--- src/hw/rtl/rbg_pkg.sv ---
// Shared types and constants for the restart backoff gate.
package rbg_pkg;

    localparam int TIME_W      = 32;
    localparam int FIRST_GAP_W = 16;
    localparam int MAXPW_W     = 4;
    localparam int COUNT_W     = 4;
    localparam int CMD_W       = 2;
    localparam int CAUSE_W     = 2;
    localparam int CFG_IDX_W   = 4;
    localparam int NUM_CAUSES  = 3;
    localparam int NUM_BACKOFF = 4;

    typedef enum logic [CMD_W-1:0] {
        CMD_QUERY  = 2'd0,
        CMD_RECORD = 2'd1,
        CMD_CLEAR  = 2'd2
    } t_cmd;

    typedef enum logic [CAUSE_W-1:0] {
        CAUSE_PLAN     = 2'd0,
        CAUSE_RECOVERY = 2'd1,
        CAUSE_CRASH    = 2'd2,
        CAUSE_USER     = 2'd3
    } t_cause;

    typedef enum logic [CFG_IDX_W-1:0] {
        CFG_WINDOW    = 4'd0,
        CFG_FIRST_GAP = 4'd1,
        CFG_MAX_GAP   = 4'd2,
        CFG_MAX_PER   = 4'd3,
        CFG_BACKOFF0  = 4'd4
    } t_cfg_index;

    localparam logic [TIME_W-1:0]      WINDOW_RESET    = 32'd600;
    localparam logic [FIRST_GAP_W-1:0] FIRST_GAP_RESET = 16'd1;
    localparam logic [TIME_W-1:0]      MAX_GAP_RESET   = 32'd60;
    localparam logic [MAXPW_W-1:0]     MAX_PER_RESET   = 4'd3;
    localparam logic [TIME_W-1:0]      BACKOFF_RESET [NUM_BACKOFF] =
        '{32'd60, 32'd120, 32'd300, 32'd600};

    typedef struct packed {
        logic [CMD_W-1:0]   cmd;
        logic [CAUSE_W-1:0] cause;
        logic [TIME_W-1:0]  now_seconds;
    } t_in_item;

    typedef struct packed {
        logic [TIME_W-1:0]  earliest_time;
        logic               cap_reached;
        logic [COUNT_W-1:0] recent_count;
    } t_out_item;

    typedef struct packed {
        logic [TIME_W-1:0]      window_seconds;
        logic [FIRST_GAP_W-1:0] first_gap_seconds;
        logic [TIME_W-1:0]      max_gap_seconds;
        logic [MAXPW_W-1:0]     max_per_window;
    } t_cfg;

    typedef enum logic [1:0] {
        ALU_STALE,
        ALU_SATADD,
        ALU_MAX
    } t_alu_op;

    typedef struct packed {
        t_alu_op           op;
        logic [TIME_W-1:0] a;
        logic [TIME_W-1:0] b;
        logic [TIME_W-1:0] c;
    } t_alu_req;

    typedef struct packed {
        logic [TIME_W-1:0] value;
        logic              flag;
    } t_alu_res;

    typedef enum logic [3:0] {
        ST_IDLE,
        ST_REC_WRITE,
        ST_PRUNE_RD,
        ST_PRUNE_CHK,
        ST_Q_WALK,
        ST_Q_GAP,
        ST_Q_ADD_GAP,
        ST_Q_MAX_NOW,
        ST_Q_ADD_BO,
        ST_Q_MAX_BO,
        ST_DONE
    } t_state;

endpackage

--- src/hw/rtl/restart_backoff_gate_core.sv ---
// Top level of the restart backoff gate: configuration registers, result register, sequencer.
//
//   Channel   Direction  Handshake                  Payload
//   in        sink       i_in_valid / o_in_ready    i_in_item  (cmd, cause, now_seconds)
//   out       source     o_out_valid / i_out_ready  o_out_item (earliest_time, cap_reached,
//                                                               recent_count)
//   cfg       sink       i_cfg_valid / o_cfg_ready  i_cfg_index, i_cfg_data
//
// A query walks the stored entries of its cause, adds the gap to the last entry, takes the
// maximum with now and, with the cap reached, adds a backoff step and takes a second maximum;
// with no entry in the window it ends after the gap step. A record writes, then prunes; each
// prune step reads then tests. No input is taken until
// the result is in the output register; a stalled output holds the next result in the core.
// Reset clears all histories and loads the default configuration; no memory sweep is needed.
module restart_backoff_gate_core #(
    parameter int HISTORY_DEPTH = 8,
    parameter int SHIFT_CAP     = 16,
    parameter int BACKOFF_STEPS = 4
) (
    input  logic                          i_clk,
    input  logic                          i_rst_n,
    input  logic                          i_in_valid,
    output logic                          o_in_ready,
    input  rbg_pkg::t_in_item             i_in_item,
    output logic                          o_out_valid,
    input  logic                          i_out_ready,
    output rbg_pkg::t_out_item            o_out_item,
    input  logic                          i_cfg_valid,
    output logic                          o_cfg_ready,
    input  logic [rbg_pkg::CFG_IDX_W-1:0] i_cfg_index,
    input  logic [rbg_pkg::TIME_W-1:0]    i_cfg_data
);

    rbg_pkg::t_cfg               r_cfg;
    logic [rbg_pkg::TIME_W-1:0]  r_backoff [BACKOFF_STEPS];
    logic                        r_out_valid;
    rbg_pkg::t_out_item          r_out_item;

    logic                        cfg_wr;
    logic                        res_valid;
    logic                        res_ready;
    rbg_pkg::t_out_item          res;

    assign o_cfg_ready = 1'b1;
    assign cfg_wr      = i_cfg_valid;

    always_ff @(posedge i_clk) begin
        if (!i_rst_n) begin
            r_cfg.window_seconds    <= rbg_pkg::WINDOW_RESET;
            r_cfg.first_gap_seconds <= rbg_pkg::FIRST_GAP_RESET;
            r_cfg.max_gap_seconds   <= rbg_pkg::MAX_GAP_RESET;
            r_cfg.max_per_window    <= rbg_pkg::MAX_PER_RESET;
            for (int k = 0; k < BACKOFF_STEPS; k++) begin
                r_backoff[k] <= rbg_pkg::BACKOFF_RESET[k];
            end
        end else if (cfg_wr) begin
            unique case (i_cfg_index)
                rbg_pkg::CFG_WINDOW:    r_cfg.window_seconds <= i_cfg_data;
                rbg_pkg::CFG_FIRST_GAP: begin
                    r_cfg.first_gap_seconds <= i_cfg_data[rbg_pkg::FIRST_GAP_W-1:0];
                end
                rbg_pkg::CFG_MAX_GAP:   r_cfg.max_gap_seconds <= i_cfg_data;
                rbg_pkg::CFG_MAX_PER: begin
                    r_cfg.max_per_window <= i_cfg_data[rbg_pkg::MAXPW_W-1:0];
                end
                default: begin
                end
            endcase
            // Steps beyond the configured table size are accepted and dropped.
            for (int k = 0; k < BACKOFF_STEPS; k++) begin
                if (i_cfg_index == rbg_pkg::CFG_IDX_W'(rbg_pkg::CFG_BACKOFF0 + k)) begin
                    r_backoff[k] <= i_cfg_data;
                end
            end
        end
    end

    assign res_ready = !r_out_valid || i_out_ready;

    always_ff @(posedge i_clk) begin
        if (!i_rst_n) begin
            r_out_valid <= 1'b0;
        end else if (res_ready) begin
            r_out_valid <= res_valid;
        end
    end

    always_ff @(posedge i_clk) begin
        if (res_ready && res_valid) begin
            r_out_item <= res;
        end
    end

    assign o_out_valid = r_out_valid;
    assign o_out_item  = r_out_item;

    rbg_seq #(
        .HISTORY_DEPTH(HISTORY_DEPTH),
        .SHIFT_CAP    (SHIFT_CAP),
        .BACKOFF_STEPS(BACKOFF_STEPS)
    ) u_seq (
        .i_clk       (i_clk),
        .i_rst_n     (i_rst_n),
        .i_valid     (i_in_valid),
        .o_ready     (o_in_ready),
        .i_item      (i_in_item),
        .o_res_valid (res_valid),
        .i_res_ready (res_ready),
        .o_res       (res),
        .i_cfg       (r_cfg),
        .i_backoff   (r_backoff)
    );

endmodule

--- src/hw/rtl/rbg_hist_mem.sv ---
// History time memory: one ring of entries per cause, one write and one registered read port.
module rbg_hist_mem #(
    parameter int DEPTH = 8
) (
    input  logic                                 i_clk,
    input  logic                                 i_wr_en,
    input  logic [rbg_pkg::CAUSE_W-1:0]          i_wr_cause,
    input  logic [$clog2(DEPTH)-1:0]             i_wr_ptr,
    input  logic [rbg_pkg::TIME_W-1:0]           i_wr_data,
    input  logic                                 i_rd_en,
    input  logic [rbg_pkg::CAUSE_W-1:0]          i_rd_cause,
    input  logic [$clog2(DEPTH)-1:0]             i_rd_ptr,
    output logic [rbg_pkg::TIME_W-1:0]           o_rd_data
);

    localparam int ENTRIES = rbg_pkg::NUM_CAUSES * DEPTH;
    localparam int AW      = $clog2(ENTRIES);

    logic [rbg_pkg::TIME_W-1:0] r_mem [ENTRIES];
    logic [rbg_pkg::TIME_W-1:0] r_rd_data;
    logic [AW-1:0]              wr_addr;
    logic [AW-1:0]              rd_addr;

    assign wr_addr = AW'(i_wr_cause) * AW'(DEPTH) + AW'(i_wr_ptr);
    assign rd_addr = AW'(i_rd_cause) * AW'(DEPTH) + AW'(i_rd_ptr);

    always_ff @(posedge i_clk) begin
        if (i_wr_en) begin
            r_mem[wr_addr] <= i_wr_data;
        end
    end

    always_ff @(posedge i_clk) begin
        if (i_rd_en) begin
            r_rd_data <= r_mem[rd_addr];
        end
    end

    assign o_rd_data = r_rd_data;

endmodule

--- src/hw/rtl/rbg_alu.sv ---
// Shared time unit: staleness test, saturating add and maximum.
module rbg_alu (
    input  rbg_pkg::t_alu_req i_req,
    output rbg_pkg::t_alu_res o_res
);

    logic [rbg_pkg::TIME_W:0] sum;
    logic [rbg_pkg::TIME_W:0] diff;
    logic                     borrow;

    assign sum    = {1'b0, i_req.a} + {1'b0, i_req.b};
    assign diff   = {1'b0, i_req.a} - {1'b0, i_req.b};
    assign borrow = diff[rbg_pkg::TIME_W];

    always_comb begin
        o_res = '0;
        unique case (i_req.op)
            rbg_pkg::ALU_STALE: begin
                // Stale means a >= b and the age a - b exceeds the window in c.
                o_res.value = diff[rbg_pkg::TIME_W-1:0];
                o_res.flag  = !borrow && (diff[rbg_pkg::TIME_W-1:0] > i_req.c);
            end
            rbg_pkg::ALU_SATADD: begin
                o_res.value = sum[rbg_pkg::TIME_W] ? '1 : sum[rbg_pkg::TIME_W-1:0];
                o_res.flag  = sum[rbg_pkg::TIME_W];
            end
            rbg_pkg::ALU_MAX: begin
                o_res.value = borrow ? i_req.b : i_req.a;
                o_res.flag  = borrow;
            end
            default: begin
                o_res = '0;
            end
        endcase
    end

endmodule

--- src/hw/rtl/rbg_seq.sv ---
// Sequencer: walks the history ring of one cause through the shared time unit.
module rbg_seq #(
    parameter int HISTORY_DEPTH = 8,
    parameter int SHIFT_CAP     = 16,
    parameter int BACKOFF_STEPS = 4
) (
    input  logic                       i_clk,
    input  logic                       i_rst_n,
    input  logic                       i_valid,
    output logic                       o_ready,
    input  rbg_pkg::t_in_item          i_item,
    output logic                       o_res_valid,
    input  logic                       i_res_ready,
    output rbg_pkg::t_out_item         o_res,
    input  rbg_pkg::t_cfg              i_cfg,
    input  logic [rbg_pkg::TIME_W-1:0] i_backoff [BACKOFF_STEPS]
);

    localparam int PW    = $clog2(HISTORY_DEPTH);
    localparam int CNT_W = $clog2(HISTORY_DEPTH + 1);
    localparam int XW    = CNT_W + 1;
    localparam int CMPW  = (CNT_W > rbg_pkg::MAXPW_W) ? CNT_W : rbg_pkg::MAXPW_W;
    localparam int GW    = rbg_pkg::FIRST_GAP_W + SHIFT_CAP;
    localparam int CW    = (GW > rbg_pkg::TIME_W) ? GW : rbg_pkg::TIME_W;
    localparam int SH_W  = $clog2(SHIFT_CAP + 1);
    localparam int BS_W  = (BACKOFF_STEPS > 1) ? $clog2(BACKOFF_STEPS) : 1;

    rbg_pkg::t_state                 r_state;
    rbg_pkg::t_state                 n_state;
    logic [rbg_pkg::CAUSE_W-1:0]     r_cause;
    logic [rbg_pkg::TIME_W-1:0]      r_now;
    logic [PW-1:0]                   r_wp  [rbg_pkg::NUM_CAUSES];
    logic [CNT_W-1:0]                r_cnt [rbg_pkg::NUM_CAUSES];
    logic [PW-1:0]                   r_ptr;
    logic [CNT_W-1:0]                r_left;
    logic                            r_pend;
    logic                            r_first;
    logic [CNT_W-1:0]                r_recent;
    logic [rbg_pkg::TIME_W-1:0]      r_last;
    logic [rbg_pkg::TIME_W-1:0]      r_gap;
    logic [rbg_pkg::TIME_W-1:0]      r_at;
    logic [rbg_pkg::TIME_W-1:0]      r_bo;
    logic                            r_cap;
    rbg_pkg::t_out_item              r_res;

    logic                            accept;
    logic [rbg_pkg::CAUSE_W-1:0]     sel_cause;
    logic [PW-1:0]                   cur_wp;
    logic [CNT_W-1:0]                cur_cnt;
    logic [PW-1:0]                   oldest;
    logic [CNT_W-1:0]                cnt_m1;
    logic [SH_W-1:0]                 shamt;
    logic [GW-1:0]                   gap_shift;
    logic [CW-1:0]                   gap_ext;
    logic [rbg_pkg::TIME_W-1:0]      gap_capped;
    logic                            cap_flag;
    logic [CMPW-1:0]                 step_diff;
    logic [BS_W-1:0]                 step_idx;

    logic                            mem_wr_en;
    logic                            mem_rd_en;
    logic [PW-1:0]                   mem_rd_ptr;
    logic [rbg_pkg::TIME_W-1:0]      rd_data;
    rbg_pkg::t_alu_req               alu_req;
    rbg_pkg::t_alu_res               alu_res;

    function automatic logic [PW-1:0] ptr_inc(input logic [PW-1:0] p);
        ptr_inc = (p == PW'(HISTORY_DEPTH - 1)) ? '0 : p + PW'(1);
    endfunction

    function automatic logic [PW-1:0] ptr_dec(input logic [PW-1:0] p);
        ptr_dec = (p == '0) ? PW'(HISTORY_DEPTH - 1) : p - PW'(1);
    endfunction

    function automatic logic [PW-1:0] ptr_back(input logic [PW-1:0] wp,
                                               input logic [CNT_W-1:0] n);
        logic [XW-1:0] w;
        logic [XW-1:0] c;
        logic [XW-1:0] r;
        w = XW'(wp);
        c = XW'(n);
        if (w >= c) begin
            r = w - c;
        end else begin
            r = w + XW'(HISTORY_DEPTH) - c;
        end
        ptr_back = r[PW-1:0];
    endfunction

    assign accept    = i_valid && (r_state == rbg_pkg::ST_IDLE);
    assign sel_cause = (r_state == rbg_pkg::ST_IDLE) ? i_item.cause : r_cause;
    assign cur_wp    = (sel_cause == rbg_pkg::CAUSE_USER) ? '0 : r_wp[sel_cause];
    assign cur_cnt   = (sel_cause == rbg_pkg::CAUSE_USER) ? '0 : r_cnt[sel_cause];
    assign oldest    = ptr_back(cur_wp, cur_cnt);

    // Exponential gap: first gap doubled per recent entry beyond one, then capped.
    always_comb begin
        cnt_m1 = r_recent - CNT_W'(1);
        if (32'(cnt_m1) > 32'(SHIFT_CAP)) begin
            shamt = SH_W'(SHIFT_CAP);
        end else begin
            shamt = SH_W'(cnt_m1);
        end
        gap_shift = GW'(i_cfg.first_gap_seconds) << shamt;
        gap_ext   = CW'(gap_shift);
        if (gap_ext > CW'(i_cfg.max_gap_seconds)) begin
            gap_capped = i_cfg.max_gap_seconds;
        end else begin
            gap_capped = gap_ext[rbg_pkg::TIME_W-1:0];
        end
    end

    always_comb begin
        cap_flag  = (r_cause != rbg_pkg::CAUSE_CRASH)
                    && (CMPW'(r_recent) >= CMPW'(i_cfg.max_per_window));
        step_diff = CMPW'(r_recent) - CMPW'(i_cfg.max_per_window);
        if (step_diff > CMPW'(BACKOFF_STEPS - 1)) begin
            step_idx = BS_W'(BACKOFF_STEPS - 1);
        end else begin
            step_idx = BS_W'(step_diff);
        end
    end

    // Next state.
    always_comb begin
        n_state = r_state;
        unique case (r_state)
            rbg_pkg::ST_IDLE: begin
                if (accept) begin
                    priority if (i_item.cause == rbg_pkg::CAUSE_USER) begin
                        n_state = rbg_pkg::ST_DONE;
                    end else if (i_item.cmd == rbg_pkg::CMD_QUERY) begin
                        n_state = rbg_pkg::ST_Q_WALK;
                    end else if (i_item.cmd == rbg_pkg::CMD_RECORD) begin
                        n_state = rbg_pkg::ST_REC_WRITE;
                    end else begin
                        n_state = rbg_pkg::ST_DONE;
                    end
                end
            end
            rbg_pkg::ST_REC_WRITE: n_state = rbg_pkg::ST_PRUNE_RD;
            rbg_pkg::ST_PRUNE_RD:  n_state = rbg_pkg::ST_PRUNE_CHK;
            rbg_pkg::ST_PRUNE_CHK: begin
                n_state = alu_res.flag ? rbg_pkg::ST_PRUNE_RD : rbg_pkg::ST_DONE;
            end
            rbg_pkg::ST_Q_WALK: begin
                if (r_left == '0 && !r_pend) begin
                    n_state = rbg_pkg::ST_Q_GAP;
                end
            end
            rbg_pkg::ST_Q_GAP: begin
                n_state = (r_recent == '0) ? rbg_pkg::ST_DONE : rbg_pkg::ST_Q_ADD_GAP;
            end
            rbg_pkg::ST_Q_ADD_GAP: n_state = rbg_pkg::ST_Q_MAX_NOW;
            rbg_pkg::ST_Q_MAX_NOW: begin
                n_state = r_cap ? rbg_pkg::ST_Q_ADD_BO : rbg_pkg::ST_DONE;
            end
            rbg_pkg::ST_Q_ADD_BO:  n_state = rbg_pkg::ST_Q_MAX_BO;
            rbg_pkg::ST_Q_MAX_BO:  n_state = rbg_pkg::ST_DONE;
            rbg_pkg::ST_DONE: begin
                if (i_res_ready) begin
                    n_state = rbg_pkg::ST_IDLE;
                end
            end
            default: n_state = rbg_pkg::ST_IDLE;
        endcase
    end

    // Control outputs: memory ports and the shared unit's operands.
    always_comb begin
        o_ready     = (r_state == rbg_pkg::ST_IDLE);
        o_res_valid = (r_state == rbg_pkg::ST_DONE);
        mem_wr_en   = 1'b0;
        mem_rd_en   = 1'b0;
        mem_rd_ptr  = r_ptr;
        alu_req.op  = rbg_pkg::ALU_STALE;
        alu_req.a   = r_now;
        alu_req.b   = rd_data;
        alu_req.c   = i_cfg.window_seconds;
        unique case (r_state)
            rbg_pkg::ST_REC_WRITE: begin
                mem_wr_en = 1'b1;
            end
            rbg_pkg::ST_PRUNE_RD: begin
                mem_rd_en  = 1'b1;
                mem_rd_ptr = oldest;
            end
            rbg_pkg::ST_Q_WALK: begin
                mem_rd_en = (r_left != '0);
            end
            rbg_pkg::ST_Q_ADD_GAP: begin
                alu_req.op = rbg_pkg::ALU_SATADD;
                alu_req.a  = r_last;
                alu_req.b  = r_gap;
            end
            rbg_pkg::ST_Q_MAX_NOW: begin
                alu_req.op = rbg_pkg::ALU_MAX;
                alu_req.a  = r_at;
                alu_req.b  = r_now;
            end
            rbg_pkg::ST_Q_ADD_BO: begin
                alu_req.op = rbg_pkg::ALU_SATADD;
                alu_req.a  = r_last;
                alu_req.b  = i_backoff[step_idx];
            end
            rbg_pkg::ST_Q_MAX_BO: begin
                alu_req.op = rbg_pkg::ALU_MAX;
                alu_req.a  = r_at;
                alu_req.b  = r_bo;
            end
            default: begin
            end
        endcase
    end

    always_ff @(posedge i_clk) begin
        if (!i_rst_n) begin
            r_state <= rbg_pkg::ST_IDLE;
            for (int c = 0; c < rbg_pkg::NUM_CAUSES; c++) begin
                r_wp[c]  <= '0;
                r_cnt[c] <= '0;
            end
        end else begin
            r_state <= n_state;
            if (accept && i_item.cmd == rbg_pkg::CMD_CLEAR) begin
                for (int c = 0; c < rbg_pkg::NUM_CAUSES; c++) begin
                    r_wp[c]  <= '0;
                    r_cnt[c] <= '0;
                end
            end
            if (r_state == rbg_pkg::ST_REC_WRITE) begin
                r_wp[r_cause] <= ptr_inc(cur_wp);
                if (cur_cnt != CNT_W'(HISTORY_DEPTH)) begin
                    r_cnt[r_cause] <= cur_cnt + CNT_W'(1);
                end
            end
            // The entry just written is never stale, so this stops before the ring empties.
            if (r_state == rbg_pkg::ST_PRUNE_CHK && alu_res.flag) begin
                r_cnt[r_cause] <= cur_cnt - CNT_W'(1);
            end
        end
    end

    always_ff @(posedge i_clk) begin
        unique case (r_state)
            rbg_pkg::ST_IDLE: begin
                if (accept) begin
                    r_cause  <= i_item.cause;
                    r_now    <= i_item.now_seconds;
                    r_ptr    <= ptr_dec(cur_wp);
                    r_left   <= cur_cnt;
                    r_pend   <= 1'b0;
                    r_first  <= 1'b1;
                    r_recent <= '0;
                    r_res    <= '0;
                    if (i_item.cmd == rbg_pkg::CMD_QUERY) begin
                        r_res.earliest_time <= i_item.now_seconds;
                    end
                end
            end
            rbg_pkg::ST_Q_WALK: begin
                // Reads are issued newest first; each check happens in the cycle after its read.
                if (r_left != '0) begin
                    r_ptr  <= ptr_dec(r_ptr);
                    r_left <= r_left - CNT_W'(1);
                    r_pend <= 1'b1;
                end else begin
                    r_pend <= 1'b0;
                end
                if (r_pend) begin
                    if (!alu_res.flag) begin
                        r_recent <= r_recent + CNT_W'(1);
                    end
                    if (r_first) begin
                        r_last  <= rd_data;
                        r_first <= 1'b0;
                    end
                end
            end
            rbg_pkg::ST_Q_GAP: begin
                r_gap <= gap_capped;
                r_cap <= cap_flag;
                r_res.cap_reached  <= cap_flag;
                r_res.recent_count <= rbg_pkg::COUNT_W'(r_recent);
            end
            rbg_pkg::ST_Q_ADD_GAP: begin
                r_at <= alu_res.value;
            end
            rbg_pkg::ST_Q_MAX_NOW: begin
                r_at                <= alu_res.value;
                r_res.earliest_time <= alu_res.value;
            end
            rbg_pkg::ST_Q_ADD_BO: begin
                r_bo <= alu_res.value;
            end
            rbg_pkg::ST_Q_MAX_BO: begin
                r_res.earliest_time <= alu_res.value;
            end
            default: begin
            end
        endcase
    end

    assign o_res = r_res;

    rbg_hist_mem #(
        .DEPTH(HISTORY_DEPTH)
    ) u_mem (
        .i_clk      (i_clk),
        .i_wr_en    (mem_wr_en),
        .i_wr_cause (r_cause),
        .i_wr_ptr   (cur_wp),
        .i_wr_data  (r_now),
        .i_rd_en    (mem_rd_en),
        .i_rd_cause (r_cause),
        .i_rd_ptr   (mem_rd_ptr),
        .o_rd_data  (rd_data)
    );

    rbg_alu u_alu (
        .i_req (alu_req),
        .o_res (alu_res)
    );

endmodule
--- config.mk ---
export PLATFORM = sky130hd
export DESIGN_NAME = restart_backoff_gate_core
export DESIGN_NICKNAME = d
export VERILOG_FILES = /design/src/hw/rtl/rbg_pkg.sv /design/src/hw/rtl/restart_backoff_gate_core.sv /design/src/hw/rtl/rbg_hist_mem.sv /design/src/hw/rtl/rbg_alu.sv /design/src/hw/rtl/rbg_seq.sv
export SDC_FILE = /design/constraint.sdc
export NUM_CORES = 2
export LEC_CHECK = 0
export BUFFER_PORTS_ARGS = -buffer_cell sky130_fd_sc_hd__buf_2
export CORE_ASPECT_RATIO = 1.1
export CORE_MARGIN = 2
export CORE_UTILIZATION = 30
export DETAILED_ROUTE_END_ITERATION = 8
export PLACE_DENSITY = 0.4
export SLEW_MARGIN = 40
export SYNTH_ARGS = -nofsm -noshare
export SYNTH_HDL_FRONTEND = slang
export SYNTH_HIERARCHICAL = 1
export SYNTH_SLANG_ARGS = --single-unit
export TNS_END_PERCENT = 50
--- constraint.sdc ---
create_clock -name i_clk -period 9.3 [get_ports i_clk]
set_input_delay 1.86 -clock i_clk [delete_from_list [all_inputs] [get_ports i_clk]]
set_output_delay 1.86 -clock i_clk [all_outputs]
set_load 0.03 [all_outputs]
==> results.ini <==
[outcome]
status=complete, no violations

[timing]
fin_skew_ns=0.0278
final_max_slew_viol_count=0
finalCritPeriodShare_pct=95.2
setup_violations=0
worst_slew_pin_slew_ns=0.884
fmax_mhz=113
fin_crit_ns=8.85
slew_headroom_pct=40.5
finalHoldViolations=0

[setup_path]
cpMostUsedCell=ha_1
cp_slowest_cell=a2111o_1
worst-setup-path-type=flop to flop
endpoint=u_seq/r_cnt[0][3]
startpoint_type=flop
cp_slowest_stage_delay_ns=0.45
crit_path_end_kind=flop
startpoint=u_seq/r_recent[0]
rr_endpoint=u_seq/r_cnt[0][3]
arrival_ns=9.46
r2r_slack_ns=0.45
worst-path-max-fanout=28
reg2regPathDepth=36
required_ns=9.91
r2r_start=u_seq/r_recent[0]

[layout]
syn2layout_area_growth_pct=15.8
layout.nets=4905
fillers=18976
mostFrequentLayoutCell=edfxtp_1
drive_above_1_share_pct=16.7
final_area_um2=68500
layout_common_cells=edfxtp_1 (1071), nand2_1 (502), mux2i_1 (477), dfxtp_1 (216), buf_4 (185)
stdcell_count=7383

[drt]
dr.pass1.iters=7
drc=0
via_per_inst=5.10
drt_iter0_drc=2782
vias=37676
wl_per_cell_um=27.6
drtAntennaViolNets=0
wirelength_um=204000

[global_route]
antenna_found_initial=9
grtUsageTotal_pct=20.1
grt_pass1_vias=38391
grt_start_max_net_pins=96
grt_pass1_wl_um=290000
grt_remaining_overflow=0

[power_and_ir_drop]
ir_drop_mv=0.309
p_leak_nw=25.3
power_density_nw_per_um2=396
p_total_mw=27.1

[logic_synthesis]
ys_types=97
synthFlopType=edfxtp_1
synth_edf_count=1071
synthCells=4478
async_flop_share_pct=0
yosysWarnings=6
synth_nets=4704
seq_area_frac_synth_pct=61.7
synth-seq-cells=1288
syn_area_um2=59100
avgSynthCellArea_um2=13.2

[placement]
hpwl_um=138000
place_inst=7107
gp_congestion=0.884
port_buffers=115
placed_cell_area_um2=63800

[die]
initial_core_util_pct=30.3
row_count=170
dieArea_um2=201000
pin_count=117
core-area_um2=195000
die_y_um=470
die_width_um=427

[hold_path]
hold_depth=0
holdCritPathClass=flop to flop

[clocking]
ctsHoldBuffers=0
htree_levels=4
clk_pin_slew_ns=0.06
clock_path_buffers=3
numCtsBuffers=147
clock_sinks=1288
root_buffer=clkbuf_16
clk_latency_ns=0.80
tritoncts=yes

[run]
maxCapViolations=0

## Yosys cell counts (13+ instances only)
| cell | n | area [um2] |
|---|---|---|
| edfxtp_1 | 1071 | 32200 |
| nand2_1 | 507 | 1900 |
| mux2i_1 | 477 | 4770 |
| dfxtp_1 | 217 | 4340 |
| clkbuf_1 | 174 | 653 |
| inv_1 | 165 | 619 |
| o21ai_0 | 145 | 726 |
| ha_1 | 144 | 1800 |
| nor2_1 | 143 | 537 |
| nand3_1 | 139 | 696 |
| a21oi_1 | 125 | 626 |
| a22oi_1 | 109 | 818 |
| mux4_2 | 84 | 1890 |
| a211oi_1 | 78 | 586 |
| mux2_2 | 71 | 800 |
| nor2b_1 | 57 | 357 |
| o31ai_1 | 51 | 383 |
| nand4_1 | 49 | 307 |
| and3_1 | 48 | 300 |
| xnor2_1 | 48 | 420 |
| buf_2 | 45 | 225 |
| nor3_1 | 43 | 215 |
| nor3b_1 | 37 | 278 |
| a221o_1 | 35 | 350 |
| a21o_1 | 29 | 218 |
| nand2b_1 | 29 | 181 |
| o211ai_1 | 25 | 188 |
| buf_6 | 24 | 270 |
| o21a_1 | 20 | 150 |
| a31oi_1 | 19 | 119 |
| buf_4 | 19 | 143 |
| a221oi_1 | 16 | 140 |
| buf_1 | 16 | 60.1 |
| nor4_1 | 16 | 100 |
| o21ai_1 | 16 | 80.1 |
| xor2_1 | 14 | 123 |
| and2_1 | 13 | 81.3 |
## report_power, final
part / leakage [nW] / total, mW / internal [mW] / switching (mW)
Combinational: 11.5 / 13.9 / 5.05 / 8.86
Sequential: 11.5 / 7.68 / 7.42 / 0.261
Clock: 2.23 / 5.56 / 3.13 / 2.43
Total: 25.3 / 27.1 / 15.6 / 11.5
## stage by stage
step	setup slack (ns)	hold slack, ns	util, %	TNS [ns]
after floorplan	1.18	0.400	-	0
after global placement	-0.0977	0.406	32.5	-0.281
after detailed placement	-0.111	0.405	32.6	-0.320
after CTS	0.161	0.415	35.0	0
after global routing	-0.0538	0.420	35.0	-0.104
final	0.446	0.417	35.0	0
## cell families after synthesis
family,count (synthesis),share of synthesized area [%]
compound gates,756,8.84
xor+xnor,62,0.918
fa+ha+maj,149,3.22
buf+inv,450,3.42
flops,1288,61.7
mux,633,12.6
other cells,2,0.0127
simple gates,1138,9.21
## metal layers
metal | GRT usage [%] | wire length (um) | share of wire, %
met5 | 0 | 10 | 0.0049
met4 | 6.52 | 6630 | 3.3
met3 | 2.43 | 6160 | 3.0
met2 | 34.4 | 101000 | 50
met1 | 26.1 | 89700 | 44
## final cells by class
class	count	area, um2	share of cell area, %
tap	2580	3230	4.71
multi-input combinational	2740	21000	30.7
clock buffer	189	3950	5.77
clock inverter	76	627	0.915
inverter	170	641	0.935
sequential	1288	36500	53.3
antenna	8	20.0	0.0292
timing repair buffer	332	2490	3.63
## worst max-delay path: cells and delay by family (launching register included)
kind,cells,cell delay (ns)
AO/OA/AOI/OAI,15,3.67
buffers and inverters,5,0.77
AND/OR/NAND/NOR,7,1.33
flip-flops,1,0.38
adder cells (fa/ha/maj),6,1.90
XOR/XNOR,3,0.62
## state kept, by name, indices dropped and copies added (netlist names), 37 cells and up
| register | cells |
|---|---|
| o_out_item | 37 |
| r_backoff | 128 |
| r_cfg | 84 |
| u_seq/o_res | 37 |
| u_seq/u_mem/r_mem | 768 |
## timing repair
| action | in CTS | in global routing |
|---|---|---|
| setup buffers | 2 | 1 |
| endpoints found under the setup margin | 3 | 3 |
| pin swaps | 1 | 2 |
| resized for setup | 1 | 8 |
| cloned | 0 | 0 |
| endpoints found under the hold margin | 0 | 0 |
## how the worst min path moves through the flow
stage / startpoint / endpoint / slack, ns
after floorplan: u_seq/o_res[0] / o_out_item[0] / 0.40
after global placement: u_seq/o_res[31] / o_out_item[31] / 0.41
after detailed placement: u_seq/o_res[23] / o_out_item[23] / 0.40
after CTS: u_seq/o_res[29] / o_out_item[29] / 0.41
after global routing: u_seq/o_res[29] / o_out_item[29] / 0.42
final: u_seq/o_res[32] / o_out_item[32] / 0.42
Power figures use the tool's default switching activity.
